**config.mk**
```make
export PLATFORM = sky130hd
export DESIGN_NAME = range_presence_detector
export DESIGN_NICKNAME = d
export VERILOG_FILES = /design/src/hdl/rpd_pkg.sv /design/src/hdl/rpd_lane.sv /design/src/hdl/rpd_merge.sv /design/src/hdl/range_presence_detector.sv
export SDC_FILE = /design/constraint.sdc
export NUM_CORES = 2
export LEC_CHECK = 0
export BUFFER_PORTS_ARGS = -buffer_cell sky130_fd_sc_hd__buf_2
export CORE_MARGIN = 5
export CORE_UTILIZATION = 46
export DETAILED_ROUTE_END_ITERATION = 10
export HOLD_SLACK_MARGIN = 0.02
export PLACE_DENSITY = 0.71
export SLEW_MARGIN = 10
export SYNTH_ARGS = -nofsm -noshare
export SYNTH_HDL_FRONTEND = slang
export SYNTH_SLANG_ARGS = --single-unit
```
**constraint.sdc**
```tcl
create_clock -name clk_i -period 12.5 [get_ports clk_i]
set_input_delay 2.5 -clock clk_i [delete_from_list [all_inputs] [get_ports clk_i]]
set_output_delay 2.5 -clock clk_i [all_outputs]
set_load 0.02 [all_outputs]
```
**src/hdl/rpd_pkg.sv**
```systemverilog
package rpd_pkg;

  localparam int SAMPLE_W      = 12;
  localparam int SAMPLE_MAX    = 4095;
  localparam int SAMPLE_FIELDS = 10;

  localparam int MEAN_W   = 12;
  localparam int SPREAD_W = 8;
  localparam int SPREAD_MAX = 255;
  localparam int VOTES_W  = 4;
  localparam int CFG_W    = 12;
  localparam int CFG_IDX_W = 2;

  localparam logic [MEAN_W-1:0]   MEAN_LIMIT_RST   = MEAN_W'(60);
  localparam logic [SPREAD_W-1:0] SPREAD_LIMIT_RST = SPREAD_W'(10);
  localparam logic [VOTES_W-1:0]  LOW_VOTES_RST    = VOTES_W'(3);
  localparam logic [VOTES_W-1:0]  HIGH_VOTES_RST   = VOTES_W'(8);

  typedef enum logic [CFG_IDX_W-1:0] {
    CFG_MEAN_LIMIT,
    CFG_SPREAD_LIMIT,
    CFG_LOW_VOTES,
    CFG_HIGH_VOTES
  } cfg_idx_e;

  // what the merge stage found about one window
  typedef struct packed {
    logic steady;
    logic near;
  } win_flags_t;

endpackage

```
**src/hdl/rpd_lane.sv**
```systemverilog
module rpd_lane (
  input  logic                           clk_i,
  input  logic                           en_i,
  input  logic [rpd_pkg::SAMPLE_W-1:0]   sample_i,
  output logic [rpd_pkg::SAMPLE_W-1:0]   sample_o,
  output logic [2*rpd_pkg::SAMPLE_W-1:0] square_o
);
  import rpd_pkg::*;

  logic [SAMPLE_W-1:0]   sample_q;
  logic [2*SAMPLE_W-1:0] square_q;

  always_ff @(posedge clk_i) begin
    if (en_i) begin
      sample_q <= sample_i;
      square_q <= (2*SAMPLE_W)'(sample_i) * (2*SAMPLE_W)'(sample_i);
    end
  end

  assign sample_o = sample_q;
  assign square_o = square_q;

endmodule

```
**src/hdl/rpd_merge.sv**
```systemverilog
module rpd_merge #(
  parameter int LANES = 10
) (
  input  logic                           clk_i,
  input  logic                           rst_ni,
  input  logic                           sum_en_i,
  input  logic                           sq_en_i,
  input  logic [rpd_pkg::SAMPLE_W-1:0]   samples_i [LANES],
  input  logic [2*rpd_pkg::SAMPLE_W-1:0] squares_i [LANES],
  input  logic [rpd_pkg::MEAN_W-1:0]     mean_limit_i,
  input  logic [rpd_pkg::SPREAD_W-1:0]   spread_limit_i,
  output rpd_pkg::win_flags_t            flags_o
);
  import rpd_pkg::*;

  localparam int SUM_W = $clog2(LANES*SAMPLE_MAX + 1);
  localparam int SQ_W  = $clog2(LANES*SAMPLE_MAX*SAMPLE_MAX + 1);
  localparam int CMP_W = 2*SUM_W;
  localparam int LIM_W = 2*$clog2(LANES*SPREAD_MAX + 1);
  localparam int SLSQ_W = 2*SPREAD_W;

  logic [SUM_W-1:0]  sum_d, sum_q;
  logic [SQ_W-1:0]   sumsq_d, sumsq_q;
  logic [CMP_W-1:0]  sum_sq_q, nsumsq_q;
  logic              near_q;
  logic [SLSQ_W-1:0] sl_sq_q;
  logic [LIM_W-1:0]  lim_q;

  always_comb begin
    sum_d   = '0;
    sumsq_d = '0;
    for (int l = 0; l < LANES; l++) begin
      sum_d   = sum_d + SUM_W'(samples_i[l]);
      sumsq_d = sumsq_d + SQ_W'(squares_i[l]);
    end
  end

  always_ff @(posedge clk_i) begin
    if (sum_en_i) begin
      sum_q   <= sum_d;
      sumsq_q <= sumsq_d;
    end
    if (sq_en_i) begin
      sum_sq_q <= CMP_W'(sum_q) * CMP_W'(sum_q);
      nsumsq_q <= CMP_W'(sumsq_q) * CMP_W'(LANES);
      near_q   <= sum_q < (SUM_W'(mean_limit_i) * SUM_W'(LANES));
    end
  end

  // n^2 * spread_limit^2, formed from the spread limit input through sl_sq_q and then lim_q
  always_ff @(posedge clk_i or negedge rst_ni) begin
    if (!rst_ni) begin
      sl_sq_q <= SLSQ_W'(SPREAD_LIMIT_RST) * SLSQ_W'(SPREAD_LIMIT_RST);
      lim_q   <= LIM_W'(SLSQ_W'(SPREAD_LIMIT_RST) * SLSQ_W'(SPREAD_LIMIT_RST))
                 * LIM_W'(LANES*LANES);
    end else begin
      sl_sq_q <= SLSQ_W'(spread_limit_i) * SLSQ_W'(spread_limit_i);
      lim_q   <= LIM_W'(sl_sq_q) * LIM_W'(LANES*LANES);
    end
  end

  assign flags_o.steady = (nsumsq_q - sum_sq_q) < CMP_W'(lim_q);
  assign flags_o.near   = near_q;

endmodule

```
**src/hdl/range_presence_detector.sv**
```systemverilog
// Presence detector over windows of distance samples. One window is taken per
// clock cycle unless in_stall_o is high. A lane stage squares each sample, a
// merge stage forms sum and sum of squares, a second merge stage forms the two
// products of the spread test, and the vote stage updates the raw flag, the
// vote history and the voted output register. Stall on the output backs up
// stage by stage, so empty stages keep taking windows. The mean limit is
// sampled as a window enters the second merge stage; the spread limit passes
// through sl_sq_q and lim_q in the merge block before the vote stage uses it.
module range_presence_detector #(
  parameter int WINDOW_LEN = 10,
  parameter int VOTE_DEPTH = 11
) (
  input  logic                             clk_i,
  input  logic                             rst_ni,
  input  logic                             in_valid_i,
  output logic                             in_stall_o,
  input  logic [rpd_pkg::SAMPLE_W-1:0]     sample_0_i,
  input  logic [rpd_pkg::SAMPLE_W-1:0]     sample_1_i,
  input  logic [rpd_pkg::SAMPLE_W-1:0]     sample_2_i,
  input  logic [rpd_pkg::SAMPLE_W-1:0]     sample_3_i,
  input  logic [rpd_pkg::SAMPLE_W-1:0]     sample_4_i,
  input  logic [rpd_pkg::SAMPLE_W-1:0]     sample_5_i,
  input  logic [rpd_pkg::SAMPLE_W-1:0]     sample_6_i,
  input  logic [rpd_pkg::SAMPLE_W-1:0]     sample_7_i,
  input  logic [rpd_pkg::SAMPLE_W-1:0]     sample_8_i,
  input  logic [rpd_pkg::SAMPLE_W-1:0]     sample_9_i,
  input  logic                             cfg_we_i,
  input  logic [rpd_pkg::CFG_IDX_W-1:0]    cfg_idx_i,
  input  logic [rpd_pkg::CFG_W-1:0]        cfg_data_i,
  output logic                             out_valid_o,
  input  logic                             out_stall_i,
  output logic                             person_present_o,
  output logic                             raw_present_o,
  output logic [rpd_pkg::VOTES_W-1:0]      vote_count_o
);
  import rpd_pkg::*;

  localparam int LANES = (WINDOW_LEN < SAMPLE_FIELDS) ? WINDOW_LEN : SAMPLE_FIELDS;
  localparam int CNT_W = $clog2(VOTE_DEPTH + 1);
  localparam int TH_W  = (CNT_W > VOTES_W) ? CNT_W : VOTES_W;

  // configuration
  logic [MEAN_W-1:0]   mean_limit_q;
  logic [SPREAD_W-1:0] spread_limit_q;
  logic [VOTES_W-1:0]  low_votes_q, high_votes_q;

  always_ff @(posedge clk_i or negedge rst_ni) begin
    if (!rst_ni) begin
      mean_limit_q   <= MEAN_LIMIT_RST;
      spread_limit_q <= SPREAD_LIMIT_RST;
      low_votes_q    <= LOW_VOTES_RST;
      high_votes_q   <= HIGH_VOTES_RST;
    end else if (cfg_we_i) begin
      case (cfg_idx_i)
        CFG_MEAN_LIMIT:   mean_limit_q   <= cfg_data_i[MEAN_W-1:0];
        CFG_SPREAD_LIMIT: spread_limit_q <= cfg_data_i[SPREAD_W-1:0];
        CFG_LOW_VOTES:    low_votes_q    <= cfg_data_i[VOTES_W-1:0];
        CFG_HIGH_VOTES:   high_votes_q   <= cfg_data_i[VOTES_W-1:0];
        default: ;
      endcase
    end
  end

  // pipeline occupancy and backpressure
  logic lane_v_q, sum_v_q, sq_v_q, out_v_q;
  logic lane_rdy, sum_rdy, sq_rdy, out_rdy;

  assign out_rdy  = !out_v_q || !out_stall_i;
  assign sq_rdy   = !sq_v_q || out_rdy;
  assign sum_rdy  = !sum_v_q || sq_rdy;
  assign lane_rdy = !lane_v_q || sum_rdy;

  always_ff @(posedge clk_i or negedge rst_ni) begin
    if (!rst_ni) begin
      lane_v_q <= 1'b0;
      sum_v_q  <= 1'b0;
      sq_v_q   <= 1'b0;
      out_v_q  <= 1'b0;
    end else begin
      if (lane_rdy) lane_v_q <= in_valid_i;
      if (sum_rdy)  sum_v_q  <= lane_v_q;
      if (sq_rdy)   sq_v_q   <= sum_v_q;
      if (out_rdy)  out_v_q  <= sq_v_q;
    end
  end

  assign in_stall_o = !lane_rdy;

  // lanes
  logic [SAMPLE_W-1:0]   samples [SAMPLE_FIELDS];
  logic [SAMPLE_W-1:0]   lane_sample [LANES];
  logic [2*SAMPLE_W-1:0] lane_square [LANES];

  assign samples[0] = sample_0_i;
  assign samples[1] = sample_1_i;
  assign samples[2] = sample_2_i;
  assign samples[3] = sample_3_i;
  assign samples[4] = sample_4_i;
  assign samples[5] = sample_5_i;
  assign samples[6] = sample_6_i;
  assign samples[7] = sample_7_i;
  assign samples[8] = sample_8_i;
  assign samples[9] = sample_9_i;

  for (genvar l = 0; l < LANES; l++) begin : g_lane
    rpd_lane u_lane (
      .clk_i    (clk_i),
      .en_i     (lane_rdy && in_valid_i),
      .sample_i (samples[l]),
      .sample_o (lane_sample[l]),
      .square_o (lane_square[l])
    );
  end

  win_flags_t flags;

  rpd_merge #(.LANES(LANES)) u_merge (
    .clk_i          (clk_i),
    .rst_ni         (rst_ni),
    .sum_en_i       (sum_rdy && lane_v_q),
    .sq_en_i        (sq_rdy && sum_v_q),
    .samples_i      (lane_sample),
    .squares_i      (lane_square),
    .mean_limit_i   (mean_limit_q),
    .spread_limit_i (spread_limit_q),
    .flags_o        (flags)
  );

  // vote stage
  logic                  out_load;
  logic                  raw_d, raw_q;
  logic                  voted_d, voted_q;
  logic [VOTE_DEPTH-1:0] vote_hist_d, vote_hist_q;
  logic [CNT_W-1:0]      vote_cnt_d, vote_cnt_q;

  assign out_load = out_rdy && sq_v_q;

  always_comb begin
    raw_d       = flags.steady ? flags.near : raw_q;
    vote_hist_d = {vote_hist_q[VOTE_DEPTH-2:0], raw_d};
    // running count: add the new vote, drop the one shifted out
    vote_cnt_d  = vote_cnt_q + CNT_W'(raw_d) - CNT_W'(vote_hist_q[VOTE_DEPTH-1]);
    voted_d     = voted_q;
    if (TH_W'(vote_cnt_d) <= TH_W'(low_votes_q))  voted_d = 1'b0;
    if (TH_W'(vote_cnt_d) >= TH_W'(high_votes_q)) voted_d = 1'b1;
  end

  always_ff @(posedge clk_i or negedge rst_ni) begin
    if (!rst_ni) begin
      raw_q       <= 1'b0;
      voted_q     <= 1'b0;
      vote_hist_q <= '0;
      vote_cnt_q  <= '0;
    end else if (out_load) begin
      raw_q       <= raw_d;
      voted_q     <= voted_d;
      vote_hist_q <= vote_hist_d;
      vote_cnt_q  <= vote_cnt_d;
    end
  end

  assign out_valid_o      = out_v_q;
  assign person_present_o = voted_q;
  assign raw_present_o    = raw_q;
  assign vote_count_o     = (TH_W'(vote_cnt_q) > TH_W'(15)) ? VOTES_W'(15)
                                                            : VOTES_W'(TH_W'(vote_cnt_q));

  a_cnt_matches_hist: assert property (@(posedge clk_i) disable iff (!rst_ni)
    vote_cnt_q == CNT_W'($countones(vote_hist_q)))
    else $error("vote count out of step with history");

  a_hold_on_stall: assert property (@(posedge clk_i) disable iff (!rst_ni)
    (out_valid_o && out_stall_i) |=> $stable(vote_hist_q) && $stable(voted_q))
    else $error("vote state changed while result stalled");

  a_high_sets: assert property (@(posedge clk_i) disable iff (!rst_ni)
    out_load |=> (TH_W'(vote_cnt_q) < TH_W'(high_votes_q)) || voted_q)
    else $error("voted flag not set at high vote count");

  a_empty_takes: assert property (@(posedge clk_i) disable iff (!rst_ni)
    !lane_v_q |-> !in_stall_o)
    else $error("empty lane stage refused a request");

endmodule

```
# Word level (Yosys, flattened, before mapping)
# Index checks and enable logic that the tools add are counted.
[op_classes] addsub=21 mul=15 div_mod_pow=0 magnitude_cmp=5 n_eq_ne=3 shift=0 n_mux=4 n_bitwise=0 n_reduce_logical=21
[ops] cell="12-bit by 12-bit multiplier with 24-bit output" n=10
[ops] cell="28-bit by 24-bit adder with 28-bit output" n=8
[ops] cell="16-bit by 12-bit adder with 16-bit output" n=8
[ops] cell="32-bit by 23-bit less-than comparator with 1-bit output" n=1
[ops] cell="16-bit by 16-bit multiplier with 32-bit output" n=1
[ops] cell="32-bit subtractor" n=1
[ops] cell="28-bit by 3-bit multiplier with 31-bit output, second input constant" n=1
[ops] cell="24-bit by 24-bit adder with 25-bit output" n=1
[ops] cell="16-bit by 5-bit multiplier with 21-bit output, second input constant" n=1
[ops] cell="16-bit less-than comparator" n=1
[ops] cell="8-bit by 8-bit multiplier with 16-bit output" n=1
[ops] cell="12-bit by 3-bit multiplier with 15-bit output, second input constant" n=1
[ops] cell="12-bit by 12-bit adder with 13-bit output" n=1
[ops] cell="2-bit AND reduction" n=5
[ops] cell="1-bit zero test" n=6
[ops] cell="4-bit by 1-bit adder with 4-bit output" n=1
[ops] cell="2-bit == test, second input constant" n=2
[ops] cell="4-bit greater-or-equal comparator" n=1
[ops] cell="4-bit > comparator, second input constant" n=1
[ops] cell="4-bit less-or-equal comparator" n=1
[ops] cell="1-bit logical AND" n=4
[ops] cell="1-bit logical OR" n=4
[ops] cell="4-bit 2-to-1 mux" n=1
[ops] cell="4-bit by 1-bit subtractor with 4-bit output" n=1
[ops] cell="other kinds (4)" n=6
[totals] register_bits=554 latch_bits=0 mem_bits_rw=0 rom_bits=0 input_bits=139 word_cells=108 n_memories=0

# Logic depth before layout (Yosys ltp)
[depth] word_depth=9 ltp_mapped=30

# Modules after synthesis
# Synthesis repeated with hierarchy kept, for this count alone.
[unflattened] hier_cells=8023 hier_area_um2=80787.5
[by_module_without_submodules] mod="rpd_lane (g_lane[0].u_lane ...)" n_inst=7 cells_per_inst=522 area_each_um2=5191.2 seq_area_each_um2=1021.0
[by_module_without_submodules] mod="rpd_merge" n_inst=1 cells_per_inst=2678 area_each_um2=26970.9 seq_area_each_um2=4098.9
[by_module_without_submodules] mod="rpd_lane (g_lane[8].u_lane ...)" n_inst=2 cells_per_inst=504 area_each_um2=5038.6 seq_area_each_um2=1021.0
[by_module_without_submodules] mod="rpd_lane (g_lane[7].u_lane)" n_inst=1 cells_per_inst=524 area_each_um2=5206.2 seq_area_each_um2=1021.0
[by_module_without_submodules] mod="range_presence_detector" n_inst=1 cells_per_inst=159 area_each_um2=2194.6 seq_area_each_um2=1212.4

# Least setup slack after synthesis
# No wires, ideal clock.
[synth_path] kind="input -> register" from="in out_stall_i" to="reg g_lane[0].u_lane.sample_q[10] (enable)" setup_time_ns=0.746 arrival_ns=10.490 slack_ns=1.264 stages=3 n_path_buf=0 path_cell_list="and3_1 -> nand3_1 -> and2_1"
[synth_between] elab_chain_len=6
[synth_lines] element="from (decl)" line="range_presence_detector.sv:31" rtl="input logic out_stall_i,"
[synth_lines] element="1-bit zero test" line="range_presence_detector.sv:68" rtl="assign out_rdy = !out_v_q || !out_stall_i;"
[synth_lines] element="1-bit logical OR" line="range_presence_detector.sv:68"
[synth_lines] element="1-bit logical OR" line="range_presence_detector.sv:69" rtl="assign sq_rdy = !sq_v_q || out_rdy;"
[synth_lines] element="1-bit logical OR" line="range_presence_detector.sv:70" rtl="assign sum_rdy = !sum_v_q || sq_rdy;"
[synth_lines] element="1-bit logical OR" line="range_presence_detector.sv:71" rtl="assign lane_rdy = !lane_v_q || sum_rdy;"
[synth_lines] element="1-bit logical AND" line="range_presence_detector.sv:108" rtl=".en_i (lane_rdy && in_valid_i),"
[synth_lines] element="via g_lane[0].u_lane.en_i" line="rpd_lane.sv:3" rtl="input logic en_i,"
[synth_lines] element="to (signal assigned)" line="rpd_lane.sv:15" rtl="sample_q <= sample_i;"
[synth_lines] element="to (decl)" line="rpd_lane.sv:10" rtl="logic [SAMPLE_W-1:0] sample_q;"
# The timed path passes the listed nets, and every way through them passes these cells.
# A chain may end at the register's enable or synchronous reset.

# Final worst setup path
[layout_path] from="in sample_0_i[6] (netlist name)" to="reg g_lane[0].u_lane.square_q[23], data pin"
[layout_between] elab_chain_len=1
[layout_lines] element="from (decl)" line="range_presence_detector.sv:17" rtl="input logic [rpd_pkg::SAMPLE_W-1:0] sample_0_i,"
[layout_lines] element="12-bit by 12-bit multiplier with 24-bit output" line="rpd_lane.sv:16" rtl="square_q <= (2*SAMPLE_W)'(sample_i) * (2*SAMPLE_W)'(sample_i);"
[layout_lines] element="to (signal assigned)" line="rpd_lane.sv:16"
[layout_lines] element="to (decl)" line="rpd_lane.sv:11" rtl="logic [2*SAMPLE_W-1:0] square_q;"
# No other way between the ends.

==> run metrics <==
die height=around 420 µm; WS Path Type=primary input to flip-flop; Initial Util=a little under half; area delta synth->final=7.12%; Core Box Area=approximately 160000 µm²; final max-slew violation count=0; Die X=about 420 µm; R2R setup slack=roughly 4.8 ns; DR pass1 iterations=5; clock sink count=~530; sequential area share after synthesis=20.2%; Worst-Margin Slew=around 1.2 ns; IO Count=147; CP endpoint kind=flip-flop; total grt overflow=0; Hold Path Origin=u_merge.sl_sq_q[2]; Routed Antenna Nets=0; max-cap viol count=0; CTS Hold Bufs=0; crit-path cells=buf_2, inv_1, nor2_1, fa_1, inv_1, fa_1, fa_1, inv_1, fa_1, fa_1, ha_1, nor4_1, a221o_1, a21oi_1, o41a_1, a41o_1, or4_1, a41oi_1, o21bai_1, xnor2_1; layout cells sized above 1=under 10%; clock buffer depth=3; setup violators final=0; FILL cells=14.7k; post-CTS resize count=0; slowest CP cell=fa_1; post-layout minimum cycle time=7.73 ns; Yosys reg bits=about 530; setup_tns=0 ns; Hold WC Path Type=flip-flop to flip-flop; worst path bufs/invs=4; initial DRC count=2961; Overall Global Routing Usage=around a fifth; YS warnings=0; num rows=around 150; # Post-CTS Setup Buffers=0; Synth Flop Type=edfxtp_1; clock latency on the worst-skew pair=roughly 0.66 ns; final hold viol count=0; RSZ-0062 raised after global routing=no; CTS tree=done; largest net degree at the start of global routing=approximately 160; Via density=5.22; CP max stage delay=between 0.5 and 0.6 ns; CP Launch Type=primary input; GPL Wtd Cong=a little over 0.9; Final Net Count=slightly below 10k; required time of the critical path=about 13 ns; Worst Path Max Fanout=10; commonest non-fill, non-tap cell in the layout=inv_1; status=finished, final reports clean; via count=slightly above 50k; worst reg2reg startpoint=u_merge.sum_q[10]; root buf cell=clkbuf_16; DRC=0; Clock Pin Slew Worst Setup and Hold Paths=around 0.060 ns; max_slew headroom=a little over 20%; CTS Buf Count=approximately 70; Final Cycle Share=61.8%; hpwl dp=between 100000 and 150000 µm; Port-buffer cells=about 150; WL/cell=17.7 µm; CTS HTree Levels=3; most used cell along the critical path=fa_1; Setup Skew=about 0.045 ns; Max Clk Rate=~130 MHz; antenna violations before repair=35; Total Wirelength=between 150000 and 200000 µm; ys async rst share=between 10% and 20%; crit path from=sample_0_i[6]; Die ar.=174000 µm²; post-layout util=between 40% and 50%; commonest cells after routing, fill and taps aside=inv_1 (1705), fa_1 (1227), ha_1 (978); EDFF count, synth=444; Netlist Area Pre-Place=76400 µm²; syn_area_per_cell=roughly 10 µm²; first-pass GRT wire length=roughly 280000 µm; CP delay by family, top=adder cells; Post-Syn Instances=7388; count of different cell masters after synthesis=77; worst path arrival time=a little over 8 ns; vias in the first global route=54.2k
Yosys cell counts (53+ instances only):
master | count | area [µm²]
nor3_1 | 84 | 420
fa_1 | 1227 | 24600
dfrtp_1 | 66 | 1650
a21o_1 | 78 | 586
nand3_1 | 54 | 270
clkbuf_1 | 142 | 533
mux2_2 | 53 | 597
edfxtp_1 | 444 | 13300
xor2_1 | 100 | 876
nor2_1 | 337 | 1260
inv_1 | 1705 | 6400
and2_1 | 524 | 3280
nor2b_1 | 90 | 563
xnor2_1 | 297 | 2600
a21oi_1 | 233 | 1170
ha_1 | 978 | 12200
o21ai_0 | 144 | 721
nand2_1 | 350 | 1310
o21a_1 | 57 | 428
final timing paths:
check | to | cells after the start
min | u_merge.lim_q[4] | 0
min in group asynchronous | spread_limit_q[2] | 1
max in group asynchronous | u_merge.sl_sq_q[0] | 2
min reg2reg | u_merge.lim_q[4] | 0
max reg2reg | u_merge.sum_sq_q[31] | 21
max | g_lane[0].u_lane.square_o[23] | 20
cell families (layout without fill, tap and decap cells):
group,after synthesis,in the layout,synth area share [%]
adders and majority gates,2205,2205,48.2
buffers and inverters,1852,1984,9.10
and+or+nand+nor,1591,1591,10.6
AOI/OAI and AO/OA,758,758,6.50
DFF,527,527,20.2
xor gates and xnor gates,397,397,4.55
muxes,57,57,0.844
other,1,29,0.00491
state kept, by name, summed over array words and instances, names as in the netlist:
register	flops
g_lane.u_lane.square_o	230
g_lane.u_lane.sample_o	110
u_merge.nsumsq_q	30
u_merge.sum_sq_q	30
u_merge.sumsq_q	28
u_merge.lim_q	20
u_merge.sl_sq_q	15
u_merge.sum_q	15
mean_limit_q	12
vote_hist_q	11
spread_limit_q	8
high_votes_q	4
low_votes_q	4
vote_cnt_q	4
lane_v_q	1
out_valid_o	1
person_present_o	1
sq_v_q	1
sum_v_q	1
u_merge.near_q	1
layout make-up:
cell class	count	area [µm²]	share of cell area, %
Tap cell	2189	2740	3.35
Clock inverter	43	534	0.653
Antenna cell	24	60.1	0.0734
Timing Repair Buffer	154	818	1.00
Sequential cell	527	15400	18.9
Clock buffer	82	1810	2.21
Inverter	1705	6400	7.82
Multi-Input combinational cell	5013	54000	66.0
stage by stage:
step	hold WS, ns	cell area [µm²]	setup slack, ns	instances
2_1_floorplan	0.352	76400	1.26	7392
4_1_cts	0.386	81700	4.84	9713
6_report	0.388	81800	4.77	9737
5_1_grt	0.387	81800	4.46	9730
3_5_place_dp	0.386	79400	4.17	9588
3_3_place_gp	0.385	79400	4.29	9588
per-layer routing:
| layer | GRT usage [%] | vias up | share of wire [%] |
|---|---|---|---|
| li1 | - | 23442 | - |
| met1 | 25.5 | 25681 | 40 |
| met2 | 35.0 | 1356 | 50 |
| met3 | 2.36 | 329 | 5.5 |
| met4 | 8.94 | 4 | 4.9 |
| met5 | 0 | - | 0.016 |
Power is not shown: default switching activity piles up to over one toggle a cycle in this logic, so the estimate is an artifact.
